File: src/rtl/core/tpsc_pkg.sv
// Shared types and constants for the tone to PWM setting calculator.
`default_nettype none

package tpsc_pkg;

   localparam int ClockW    = 26;
   localparam int FreqW     = 16;
   localparam int VolW      = 8;
   localparam int VolClampW = 7;
   localparam int DividendW = ClockW - 2;
   localparam int RemW      = FreqW;
   localparam int CodeW     = 2;
   localparam int PeriodW   = 8;
   localparam int DutyW     = 10;
   localparam int ProdW     = 15;
   localparam int RecipW    = 15;
   localparam int DutyShift = 20;

   localparam logic [ClockW-1:0]    ClockReset = 26'd32000000;
   localparam logic [VolClampW-1:0] VolumeMax  = 7'd100;
   localparam logic [PeriodW-1:0]   PeriodMax  = 8'd255;
   localparam logic [PeriodW-1:0]   PeriodMin  = 8'd1;
   localparam logic [DividendW-1:0] QuotFit    = 24'd256;
   // ceil(2^20 / 50): exact floor division by 50 for products below 43690
   localparam logic [RecipW-1:0]    DutyRecip  = 15'd20972;

   localparam logic [CodeW-1:0] Prescale1  = 2'd0;
   localparam logic [CodeW-1:0] Prescale4  = 2'd1;
   localparam logic [CodeW-1:0] Prescale16 = 2'd2;
   localparam logic [CodeW-1:0] Prescale64 = 2'd3;

   typedef struct packed {
      logic                 valid;
      logic                 silent;
      logic [VolClampW-1:0] vol;
      logic [FreqW-1:0]     divisor;
      logic [DividendW-1:0] dividend;
      logic [RemW-1:0]      rem;
      logic [DividendW-1:0] quot;
   } div_word_type;

   typedef struct packed {
      logic               timer_update;
      logic [CodeW-1:0]   prescale_code;
      logic [PeriodW-1:0] period;
      logic [DutyW-1:0]   duty;
   } result_type;

endpackage

`default_nettype wire

File: src/rtl/core/tone_pwm_setting_calc.sv
// Tone to PWM setting calculator, top level with divider row and output skid.
// Takes one transaction per cycle while the skid register is empty. A row of
// 24 division cells, one quotient bit each, computes (clock_hz / 4) /
// tone_frequency; tpsc_post registers the prescale pick, clamped period and
// duty product, then the scaled duty; one output register presents the result.
// A skid register absorbs the item in flight when the response side stalls,
// and the request side stalls only while that skid register is occupied. The
// clock register may be written only while no transaction is in flight.
`default_nettype none

module tone_pwm_setting_calc (
   input  wire logic        clock,
   input  wire logic        reset,
   input  wire logic        csr_wr_en,
   input  wire logic [25:0] csr_wr_data,   // clock_hz
   input  wire logic        req_tvalid,
   output logic             req_tready,
   input  wire logic [23:0] req_tdata,     // tone_frequency[15:0], volume[23:16]
   output logic             rsp_tvalid,
   input  wire logic        rsp_tready,
   output logic [23:0]      rsp_tdata,     // prescale_code[1:0], period[9:2],
                                           // duty[19:10], zero[23:20]
   output logic             rsp_tuser      // timer_update
);

   localparam int NumCells = tpsc_pkg::DividendW;

   logic [tpsc_pkg::ClockW-1:0] clock_hz_ff;
   logic [tpsc_pkg::FreqW-1:0]  req_freq;
   logic [tpsc_pkg::VolW-1:0]   req_vol;
   logic                        advance;

   tpsc_pkg::div_word_type chain [0:NumCells];

   logic                 tail_valid;
   tpsc_pkg::result_type tail;
   logic                 out_valid_ff;
   tpsc_pkg::result_type out_ff;
   logic                 skid_valid_ff;
   tpsc_pkg::result_type skid_ff;

   always_ff @(posedge clock) begin
      if (reset) begin
         clock_hz_ff <= tpsc_pkg::ClockReset;
      end else if (csr_wr_en) begin
         clock_hz_ff <= csr_wr_data;
      end
   end

   assign advance    = !skid_valid_ff;
   assign req_tready = !skid_valid_ff;
   assign req_freq   = req_tdata[tpsc_pkg::FreqW-1:0];
   assign req_vol    = req_tdata[tpsc_pkg::FreqW+tpsc_pkg::VolW-1:tpsc_pkg::FreqW];

   always_comb begin
      chain[0].valid    = req_tvalid && req_tready;
      chain[0].silent   = (req_freq == '0) || (req_vol == '0);
      chain[0].vol      = (req_vol > {1'b0, tpsc_pkg::VolumeMax}) ? tpsc_pkg::VolumeMax
                                                                  : req_vol[6:0];
      chain[0].divisor  = req_freq;
      chain[0].dividend = clock_hz_ff[tpsc_pkg::ClockW-1:2];
      chain[0].rem      = '0;
      chain[0].quot     = '0;
   end

   for (genvar i = 0; i < NumCells; i++) begin : g_cell
      tpsc_div_cell u_cell (
         .clock    (clock),
         .reset    (reset),
         .advance  (advance),
         .word_in  (chain[i]),
         .word_out (chain[i+1])
      );
   end

   tpsc_post u_post (
      .clock        (clock),
      .reset        (reset),
      .advance      (advance),
      .word_in      (chain[NumCells]),
      .result_valid (tail_valid),
      .result       (tail)
   );

   // Refill the output from the skid first, else from the pipeline tail;
   // park the tail in the skid when the output is stalled.
   always_ff @(posedge clock) begin
      if (reset) begin
         out_valid_ff  <= 1'b0;
         skid_valid_ff <= 1'b0;
      end else if (!out_valid_ff || rsp_tready) begin
         if (skid_valid_ff) begin
            out_valid_ff  <= 1'b1;
            out_ff        <= skid_ff;
            skid_valid_ff <= 1'b0;
         end else begin
            out_valid_ff <= tail_valid;
            out_ff       <= tail;
         end
      end else if (tail_valid && advance) begin
         skid_valid_ff <= 1'b1;
         skid_ff       <= tail;
      end
   end

   assign rsp_tvalid = out_valid_ff;
   assign rsp_tuser  = out_ff.timer_update;
   assign rsp_tdata  = {4'd0, out_ff.duty, out_ff.period, out_ff.prescale_code};

   a_silent_zero : assert property (@(posedge clock) disable iff (reset)
      rsp_tvalid && !rsp_tuser |-> rsp_tdata == '0)
      else $error("silent response carries nonzero settings");

   a_period_nonzero : assert property (@(posedge clock) disable iff (reset)
      rsp_tvalid && rsp_tuser |-> rsp_tdata[9:2] != '0)
      else $error("timer update with zero period");

   a_skid_behind_out : assert property (@(posedge clock) disable iff (reset)
      skid_valid_ff |-> out_valid_ff)
      else $error("skid holds a transaction while output is empty");

   a_stall_holds_out : assert property (@(posedge clock) disable iff (reset)
      skid_valid_ff && !rsp_tready |=> skid_valid_ff && out_valid_ff)
      else $error("stalled transaction lost from output stage");

endmodule

`default_nettype wire

File: src/rtl/core/tpsc_div_cell.sv
// One restoring-division cell: retires one quotient bit and hands the word on.
`default_nettype none

module tpsc_div_cell (
   input  wire logic                  clock,
   input  wire logic                  reset,
   input  wire logic                  advance,
   input  wire tpsc_pkg::div_word_type word_in,
   output tpsc_pkg::div_word_type      word_out
);

   tpsc_pkg::div_word_type word_ff;
   tpsc_pkg::div_word_type word_in_next;
   logic [tpsc_pkg::RemW:0] rem_shift;
   logic [tpsc_pkg::RemW:0] rem_diff;
   logic                    fits;

   always_comb begin
      rem_shift    = {word_in.rem, word_in.dividend[tpsc_pkg::DividendW-1]};
      rem_diff     = rem_shift - {1'b0, word_in.divisor};
      fits         = (rem_shift >= {1'b0, word_in.divisor});
      word_in_next = word_in;
      word_in_next.dividend = {word_in.dividend[tpsc_pkg::DividendW-2:0], 1'b0};
      word_in_next.rem = fits ? rem_diff[tpsc_pkg::RemW-1:0]
                              : rem_shift[tpsc_pkg::RemW-1:0];
      word_in_next.quot = {word_in.quot[tpsc_pkg::DividendW-2:0], fits};
   end

   always_ff @(posedge clock) begin
      if (reset) begin
         word_ff.valid <= 1'b0;
      end else if (advance) begin
         word_ff <= word_in_next;
      end
   end

   assign word_out = word_ff;

endmodule

`default_nettype wire

File: src/rtl/core/tpsc_post.sv
// Prescale selection, period clamp and duty scaling behind the divider row.
`default_nettype none

module tpsc_post (
   input  wire logic                  clock,
   input  wire logic                  reset,
   input  wire logic                  advance,
   input  wire tpsc_pkg::div_word_type word_in,
   output logic                        result_valid,
   output tpsc_pkg::result_type        result
);

   logic [tpsc_pkg::CodeW-1:0]     code_sel;
   logic [tpsc_pkg::DividendW-1:0] quot_sel;
   logic [tpsc_pkg::PeriodW-1:0]   period_sel;
   logic [tpsc_pkg::PeriodW:0]     period_plus;
   logic [tpsc_pkg::PeriodW+tpsc_pkg::VolClampW-1:0] prod_wide;

   logic                         a_valid_ff;
   logic                         a_silent_ff;
   logic [tpsc_pkg::CodeW-1:0]   a_code_ff;
   logic [tpsc_pkg::PeriodW-1:0] a_period_ff;
   logic [tpsc_pkg::ProdW-1:0]   a_prod_ff;

   logic [tpsc_pkg::ProdW+tpsc_pkg::RecipW-1:0] duty_wide;
   logic                 result_valid_ff;
   tpsc_pkg::result_type result_ff;
   tpsc_pkg::result_type result_in;

   // A quotient at prescale 4^k is the base quotient shifted right by 2k.
   always_comb begin
      if (word_in.quot <= tpsc_pkg::QuotFit) begin
         code_sel = tpsc_pkg::Prescale1;
         quot_sel = word_in.quot;
      end else if ((word_in.quot >> 2) <= tpsc_pkg::QuotFit) begin
         code_sel = tpsc_pkg::Prescale4;
         quot_sel = word_in.quot >> 2;
      end else if ((word_in.quot >> 4) <= tpsc_pkg::QuotFit) begin
         code_sel = tpsc_pkg::Prescale16;
         quot_sel = word_in.quot >> 4;
      end else begin
         code_sel = tpsc_pkg::Prescale64;
         quot_sel = word_in.quot >> 6;
      end

      if (quot_sel > tpsc_pkg::QuotFit) begin
         period_sel = tpsc_pkg::PeriodMax;
      end else if (quot_sel[tpsc_pkg::DividendW-1:1] == '0) begin
         period_sel = tpsc_pkg::PeriodMin;
      end else begin
         period_sel = quot_sel[tpsc_pkg::PeriodW-1:0] - 8'd1;
      end

      period_plus = {1'b0, period_sel} + 9'd1;
      prod_wide   = period_plus * word_in.vol;
   end

   always_ff @(posedge clock) begin
      if (reset) begin
         a_valid_ff <= 1'b0;
      end else if (advance) begin
         a_valid_ff  <= word_in.valid;
         a_silent_ff <= word_in.silent;
         a_code_ff   <= code_sel;
         a_period_ff <= period_sel;
         a_prod_ff   <= prod_wide[tpsc_pkg::ProdW-1:0];
      end
   end

   // (period + 1) * 4 * vol / 200 reduces to the product over 50
   always_comb begin
      duty_wide = a_prod_ff * tpsc_pkg::DutyRecip;
      result_in = '0;
      if (!a_silent_ff) begin
         result_in.timer_update  = 1'b1;
         result_in.prescale_code = a_code_ff;
         result_in.period        = a_period_ff;
         result_in.duty = duty_wide[tpsc_pkg::DutyShift+tpsc_pkg::DutyW-1:tpsc_pkg::DutyShift];
      end
   end

   always_ff @(posedge clock) begin
      if (reset) begin
         result_valid_ff <= 1'b0;
      end else if (advance) begin
         result_valid_ff <= a_valid_ff;
         result_ff       <= result_in;
      end
   end

   assign result_valid = result_valid_ff;
   assign result       = result_ff;

endmodule

`default_nettype wire
File: config.mk
export PLATFORM = sky130hd
export DESIGN_NAME = tone_pwm_setting_calc
export DESIGN_NICKNAME = d
export VERILOG_FILES = /design/src/rtl/core/tpsc_pkg.sv /design/src/rtl/core/tone_pwm_setting_calc.sv /design/src/rtl/core/tpsc_div_cell.sv /design/src/rtl/core/tpsc_post.sv
export SDC_FILE = /design/constraint.sdc
export NUM_CORES = 2
export LEC_CHECK = 0
export BUFFER_PORTS_ARGS = -buffer_cell sky130_fd_sc_hd__buf_4
export CAP_MARGIN = 20
export CORE_ASPECT_RATIO = 0.6
export CORE_MARGIN = 4
export CORE_UTILIZATION = 55
export CTS_CLUSTER_SIZE = 14
export DETAILED_ROUTE_END_ITERATION = 12
export PLACE_DENSITY = 0.69
export SYNTH_ARGS = -nofsm -noshare
export SYNTH_HDL_FRONTEND = slang
export SYNTH_SLANG_ARGS = --single-unit
File: constraint.sdc
create_clock -name clock -period 119.4 [get_ports clock]
set_input_delay 0 -clock clock [delete_from_list [all_inputs] [get_ports clock]]
set_output_delay 0 -clock clock [all_outputs]
set_load 0.01 [all_outputs]
---- After elaboration in Yosys (flattened, before gate mapping) ----
Index checks and enable logic that the tools add are counted.
storage, ports and cells
  flip-flop bits (word level) ............. 1,647
  RAM bits ................................ 0
  input bits .............................. 55
  bits in read-only memories .............. 0
  output and inout port bits .............. 27
  bits in latches ......................... 0
  memories kept ........................... 0
cells by class
  bitwise gates (word level) .............. 3
  shift operators ......................... 0
  reductions and logical operators ........ 14
  multiply operators ...................... 2
  equality and inequality tests ........... 0
  muxes and demuxes ....................... 33
  divide/modulo/power cells ............... 0
  $lt $le $gt $ge ......................... 29
  $add $sub $neg .......................... 25
operators by type and width
  kind                    count
  $ge 17x16->1            23
  $mux 16                 22
  $sub 16x16->16          22
  $mux 24                 2
  $mux 21                 2
  $mul 15x13->28 const B  1
  $gt 24x9->1 const B     1
  $le 24x9->1 const B     1
  $logic_not 23->1        1
  $le 22x9->1 const B     1
  $le 20x9->1 const B     1
  $mux 20                 1
  $ge 1x16->1             1
  $logic_not 16->1        1
  $mux 8                  2
  $sub 1x16->16           1
  $mul 9x7->15            1
  $add 8x1->9 const B     1
  $gt 8x7->1 const B      1
  $logic_not 8->1         1
  $sub 8x1->8 const B     1
  $mux 1                  4
  $reduce_and 2->1        2
  $reduce_or 2->1         2
  other kinds (5)         10

---- Longest topological paths before layout ----
  depth in word-level cells ............... 9
  depth in mapped cells ................... 35
  depth with buffers taken out ............ 32

---- Modules after synthesis ----
From an unflattened synthesis, not the netlist that was laid out.
second synthesis, totals
  cell total of the unflattened synthesis .. 6,962
  area, all modules ....................... 103,650.7 µm²
modules (own cells, without submodules)
  module                                 area an instance (µm²)  instances  cells each  seq. area each (µm²)
  tpsc_div_cell (g_cell[0].u_cell ...)   3,893.7                 15         250         2,632.5
  tpsc_div_cell (g_cell[17].u_cell ...)  3,854.9                 6          246         2,632.5
  tpsc_div_cell (g_cell[16].u_cell ...)  3,817.4                 3          253         2,632.5
  tpsc_post                              8,049.0                 1          797         1,451.4
  tone_pwm_setting_calc                  2,613.8                 1          180         1,781.7

---- Worst setup path before layout ----
No wires, ideal clock.
  kind .................................... register to register
  start ................................... reg skid_valid_ff
  end ..................................... reg skid_ff[0] (netlist bit), enable pin
  cell stages (with the launch flop) ...... 5
  setup time .............................. 0.386 ns
  data required time ...................... 119.014 ns
  setup slack ............................. 48.234 ns
  arrival ................................. 70.780 ns
  cell sequence ........................... dfxtp_1 -> clkbuf_1 -> buf_1 -> nor2_1 -> and3_1
between the ends
  cells in the longest elaborated chain, start to end .. 3
ends and longest elaborated chain
  element                            line                          RTL
  start, declared                    tone_pwm_setting_calc.sv:39   logic skid_valid_ff;
  start signal, assigned             tone_pwm_setting_calc.sv:90   skid_valid_ff <= 1'b0;
  start signal, assigned             tone_pwm_setting_calc.sv:95   skid_valid_ff <= 1'b0;
  start signal, assigned             tone_pwm_setting_calc.sv:101  skid_valid_ff <= 1'b1;
  $logic_not 1->1                    tone_pwm_setting_calc.sv:50   assign advance = !skid_valid_ff;
  $logic_and 1x1->1                  tone_pwm_setting_calc.sv:100  end else if (tail_valid && advance) begin
  $reduce_and 3->1 (no source line)  -
  end signal, assigned               tone_pwm_setting_calc.sv:102  skid_ff <= tail;
  end, declared                      tone_pwm_setting_calc.sv:40   tpsc_pkg::result_type skid_ff;
No other way between the ends.
A chain may end at the register's enable or synchronous reset.

---- Worst setup path in the final report ----
  start ................................... reg g_cell[23].u_cell.word_ff, in the netlist g_cell[23].u_cell.word_out[17]
  end ..................................... reg u_post.a_prod_ff[14] (netlist bit), data pin
between the ends
  cells in the longest elaborated chain, start to end .. 9
ends and longest elaborated chain
  element                                              line                 RTL
  start, declared                                      tpsc_div_cell.sv:12  tpsc_pkg::div_word_type word_ff;
  start signal, assigned                               tpsc_div_cell.sv:33  word_ff <= word_in_next;
  $le 20x9->1                                          tpsc_post.sv:38      end else if ((word_in.quot >> 4) <= tpsc_pkg::QuotFit) begin
  $mux 20                                              tpsc_post.sv:38
  $mux 24                                              tpsc_post.sv:35      end else if ((word_in.quot >> 2) <= tpsc_pkg::QuotFit) begin
  $mux 24 *                                            tpsc_post.sv:32      if (word_in.quot <= tpsc_pkg::QuotFit) begin
  branches (longest 2 deep; another with $gt 24x9->1)  -
  $mux 8 *                                             tpsc_post.sv:46      if (quot_sel > tpsc_pkg::QuotFit) begin
  via u_post.period_sel (one bit)                      tpsc_post.sv:15      logic [tpsc_pkg::PeriodW-1:0] period_sel;
  $add 8x1->9 *                                        tpsc_post.sv:54      period_plus = {1'b0, period_sel} + 9'd1;
  $mul 9x7->15 *                                       tpsc_post.sv:55      prod_wide = period_plus * word_in.vol;
  via u_post.prod_wide (one bit)                       tpsc_post.sv:17      logic [tpsc_pkg::PeriodW+tpsc_pkg::VolClampW-1:0] prod_wide;
  end signal, assigned                                 tpsc_post.sv:66      a_prod_ff <= prod_wide[tpsc_pkg::ProdW-1:0];
  end, declared                                        tpsc_post.sv:23      logic [tpsc_pkg::ProdW-1:0] a_prod_ff;
Mark *: on every way through the listed nets, which the timed path passes.

==> metrics.cfg <==
[status]
status = finished clean

[logic_synthesis]
synth_cell_types = 80
ys.warnings.count = 0
async_flop_share = 0
avgSynthCellArea_sq_um = 13.47
netlist_area_sq_mm = 0.07724
synth-main-ff-cell = edfxtp_1
synth_edf_count = 1593
syn_inst = 5735
yosys.area_share.xor_xnor = 0.03209
synth_seq_area_share = 0.6328
synthMuxAreaShare = 0.02414
yosys.area_share.simple = 0.07363
ys_seq_elements = 1645
synth_top_family_by_area = adder cells
yosys.area_share.adder = 0.1138
synth-compound-area-share = 0.08542

[power]
p_clk_frac = 0.243
power.switching_w = 0.0006133
p_comb_frac = 0.330
seq_power_share = 0.427
powerDensity_mw_per_mm2 = 22.05
p_total_w = 0.001901
internal_power_w = 0.001287
power.leakage_nw = 33.87
netSwitchingFraction = 0.3227
ir_drop_v = 0.00001323

[setup_path]
r2r_slack_ns = 110.25
worstSetupEndpointType = register
crit_top_cell = ha_1
critical_path_class = reg -> reg
cp.arrival_ns = 9.68
critPathLaunch = g_cell[23].u_cell.word_out[17]$_DFFE_PP_
cp-endpoint = u_post.a_prod_ff[14]$_DFFE_PP_
cp_slowest_cell = or4_1
worstReg2RegEnd = u_post.a_prod_ff[14]$_DFFE_PP_
r2r_start = g_cell[23].u_cell.word_out[17]$_DFFE_PP_
critPathMaxFanout = 19
crit_path_start_kind = register
reg2reg_depth = 32
required_ns = 119.93
slowest_delay_ns = 0.74

[sta]
hold_viol = 0
setup_tns_ns = 0
period_share = 0.07663
max-slew-margin-rel = 0.2841
worst_pin_slew_ns = 1.074
fmax_mhz = 109.3
min_period_ns = 9.150
slew_violations = 0
skew_ns = 0.03742
rsz0062_at_grt = no
finalSetupViolations = 0

[layout]
final_cells = 8047
final_common_cell = edfxtp_1
layout-drive-gt1-share = 0.07747
antenna_cells = 0
fillers = 10448
layout_common_cells = 1593 x edfxtp_1, 671 x inv_1, 504 x ha_1, 467 x a21oi_1, 454 x nor2_1
final_nets = 6726
area_growth_pct = 11.62

[detailed_routing]
drc = 0
vias_per_cell = 5.535
finalWirelength_um = 142600
dr.pass1.iters = 6
dr.first_iter.drc_count = 4214
vias = 44541
wl_per_cell_um = 17.73
drtAntennaViolNets = 0

[global_route]
grt_pass1_vias = 42447
antenna_found_initial = 2
grt_max_degree = 175
grt_overflow_total = 0
grt_pass1_wl_um = 229700
grt_use_total = 0.1951

[floorplanning]
initial_utilization = 0.5541
io_pins = 82
dieWidth_um = 491.8
die_height_um = 298.3
die-area_sq_mm = 0.1467
coreArea_sq_mm = 0.1394
rows = 106

[cts]
clkLatencyLatePin_ns = 0.80
ctsRootBufferMaster = clkbuf_16
numCtsBuffers = 152
post_cts_buffers = 0
cts_tree = done
clockBufferDepth = 3
path_clk_slew_ns = 0.06
htreeDepth = 4
clkSinkCount = 1645

[placement]
dp_cells = 7630
io_buffers = 75
dpl.hpwl_um = 99840
place_congestion = 0.8916

[hold_path]
worstHoldPathType = in -> reg

[run]
maxCapViolations = 0

## cells by family (layout without fill, tap and decap cells)
| kind of cell | after synthesis | count (layout) |
|---|---|---|
| multiplexers | 171 | 171 |
| AND/OR/NAND/NOR | 1186 | 1186 |
| flip-flops | 1645 | 1645 |
| other | 1 | 4 |
| AO/OA/AOI/OAI | 1047 | 1047 |
| adder cells (fa/ha/maj) | 628 | 628 |
| buffers and inverters | 774 | 1193 |
| XOR/XNOR | 283 | 283 |
## cell type report
cell class | count | area [sq um] | area share
multi-input cells | 3319 | 25450 | 0.2952
clock buffers | 201 | 4059 | 0.04708
well taps | 1890 | 2365 | 0.02743
inverters | 672 | 2525 | 0.02929
clock inverters | 67 | 601.8 | 0.006981
repair buffers | 253 | 2332 | 0.02705
flip-flops and latches | 1645 | 48880 | 0.5670
## critical path, delay by kind of cell (launching register included)
family,cells,cell delay (ns)
buf+inv,5,0.59
simple gates,10,3.04
flops,1,0.35
compound gates,7,1.32
xor+xnor,3,0.78
fa+ha+maj,7,2.80
## worst min path at each step
stage | cells past startpoint | start | slack (ns) | end
4_1_cts | 3 | req_tdata[1] | 0.07 | g_cell[0].u_cell.word_out[39]$_SDFFCE_PP0P_
6_report | 3 | req_tdata[1] | 0.16 | g_cell[0].u_cell.word_out[29]$_SDFFCE_PP0P_
2_1_floorplan | 0 | req_tdata[0] | 0.1 | g_cell[0].u_cell.word_out[64]$_DFFE_PP_
3_5_place_dp | 1 | req_tdata[13] | 0.19 | g_cell[0].u_cell.word_out[77]$_DFFE_PP_
3_3_place_gp | 1 | req_tdata[2] | 0.19 | g_cell[0].u_cell.word_out[66]$_DFFE_PP_
5_1_grt | 3 | req_tdata[1] | 0.16 | g_cell[0].u_cell.word_out[29]$_SDFFCE_PP0P_
## state kept, by name, indices dropped and copies added (netlist names)
signal	cells
rsp_tdata	20
u_post.a_valid_ff	1
u_post.a_silent_ff	1
u_post.a_prod_ff	15
clock_hz_ff	24
u_post.a_period_ff	8
u_post.a_code_ff	2
skid_ff	21
g_cell.u_cell.word_out	1528
u_post.result_valid	1
rsp_tuser	1
rsp_tvalid	1
u_post.result	21
skid_valid_ff	1
## synthesized netlist by cell type, types with 27 or more instances
cell      number  area [sq um]
inv_1        671          2519
o211ai_1      30         225.2
fa_1         124          2482
nand3_1       52         260.3
o21bai_1      36         270.3
o21a_1        52         390.4
a21oi_1      467          2337
nor2_1       456          1712
mux2_2       114          1284
nor2b_1       72         450.4
nand2_1      200         750.7
mux2i_1       55         550.5
a21o_1        83         623.1
clkbuf_1      84         315.3
edfxtp_1    1593         47840
nor4_1        29         181.4
dfxtp_1       52          1041
ha_1         504          6306
xor2_1       100         875.8
a211o_1       27         236.5
xnor2_1      183          1603
nor3_1        77         385.4
and3_1        42         262.8
o41ai_1       27         236.5
and2_1        54         337.8
o21ai_0      142         710.7
nand4_1      103         644.4
a211oi_1      33         247.7
or3_1         45         281.5
## stage by stage
stage,hold slack (ns),setup slack (ns),utilization,cell area [sq um]
CTS,0.07325,110.18,0.6182,86170
global placement,0.1893,110.36,0.5742,80030
detailed placement,0.1895,110.24,0.5742,80030
global route,0.1625,109.62,0.6185,86210
finish,0.1620,110.25,0.6185,86210
floorplan,0.09887,48.23,-,77250
## routing by layer
metal,track usage,routed length [um]
met5,0,0
met4,0.05273,2760
met3,0.04293,11370
met2,0.2526,54980
met1,0.3251,73540
## power by group through the flow
stage	logic (W)	clock network, W	registers [W]
2_1_floorplan	0.000477	0	0.000860
3_3_place_gp	0.000588	0	0.000820
3_5_place_dp	0.000607	0	0.000824
4_1_cts	0.000617	0.000477	0.000812
5_1_grt	0.000700	0.000503	0.000821
6_report	0.000626	0.000462	0.000812
## repair_timing
| item | 4_1_cts | 5_1_grt |
|---|---|---|
| gates resized for setup | 0 | 0 |
| hold buffers | 147 | 0 |
| hold endpoints to repair | 135 | 0 |
No activity file was read; power rests on OpenSTA's default activity.
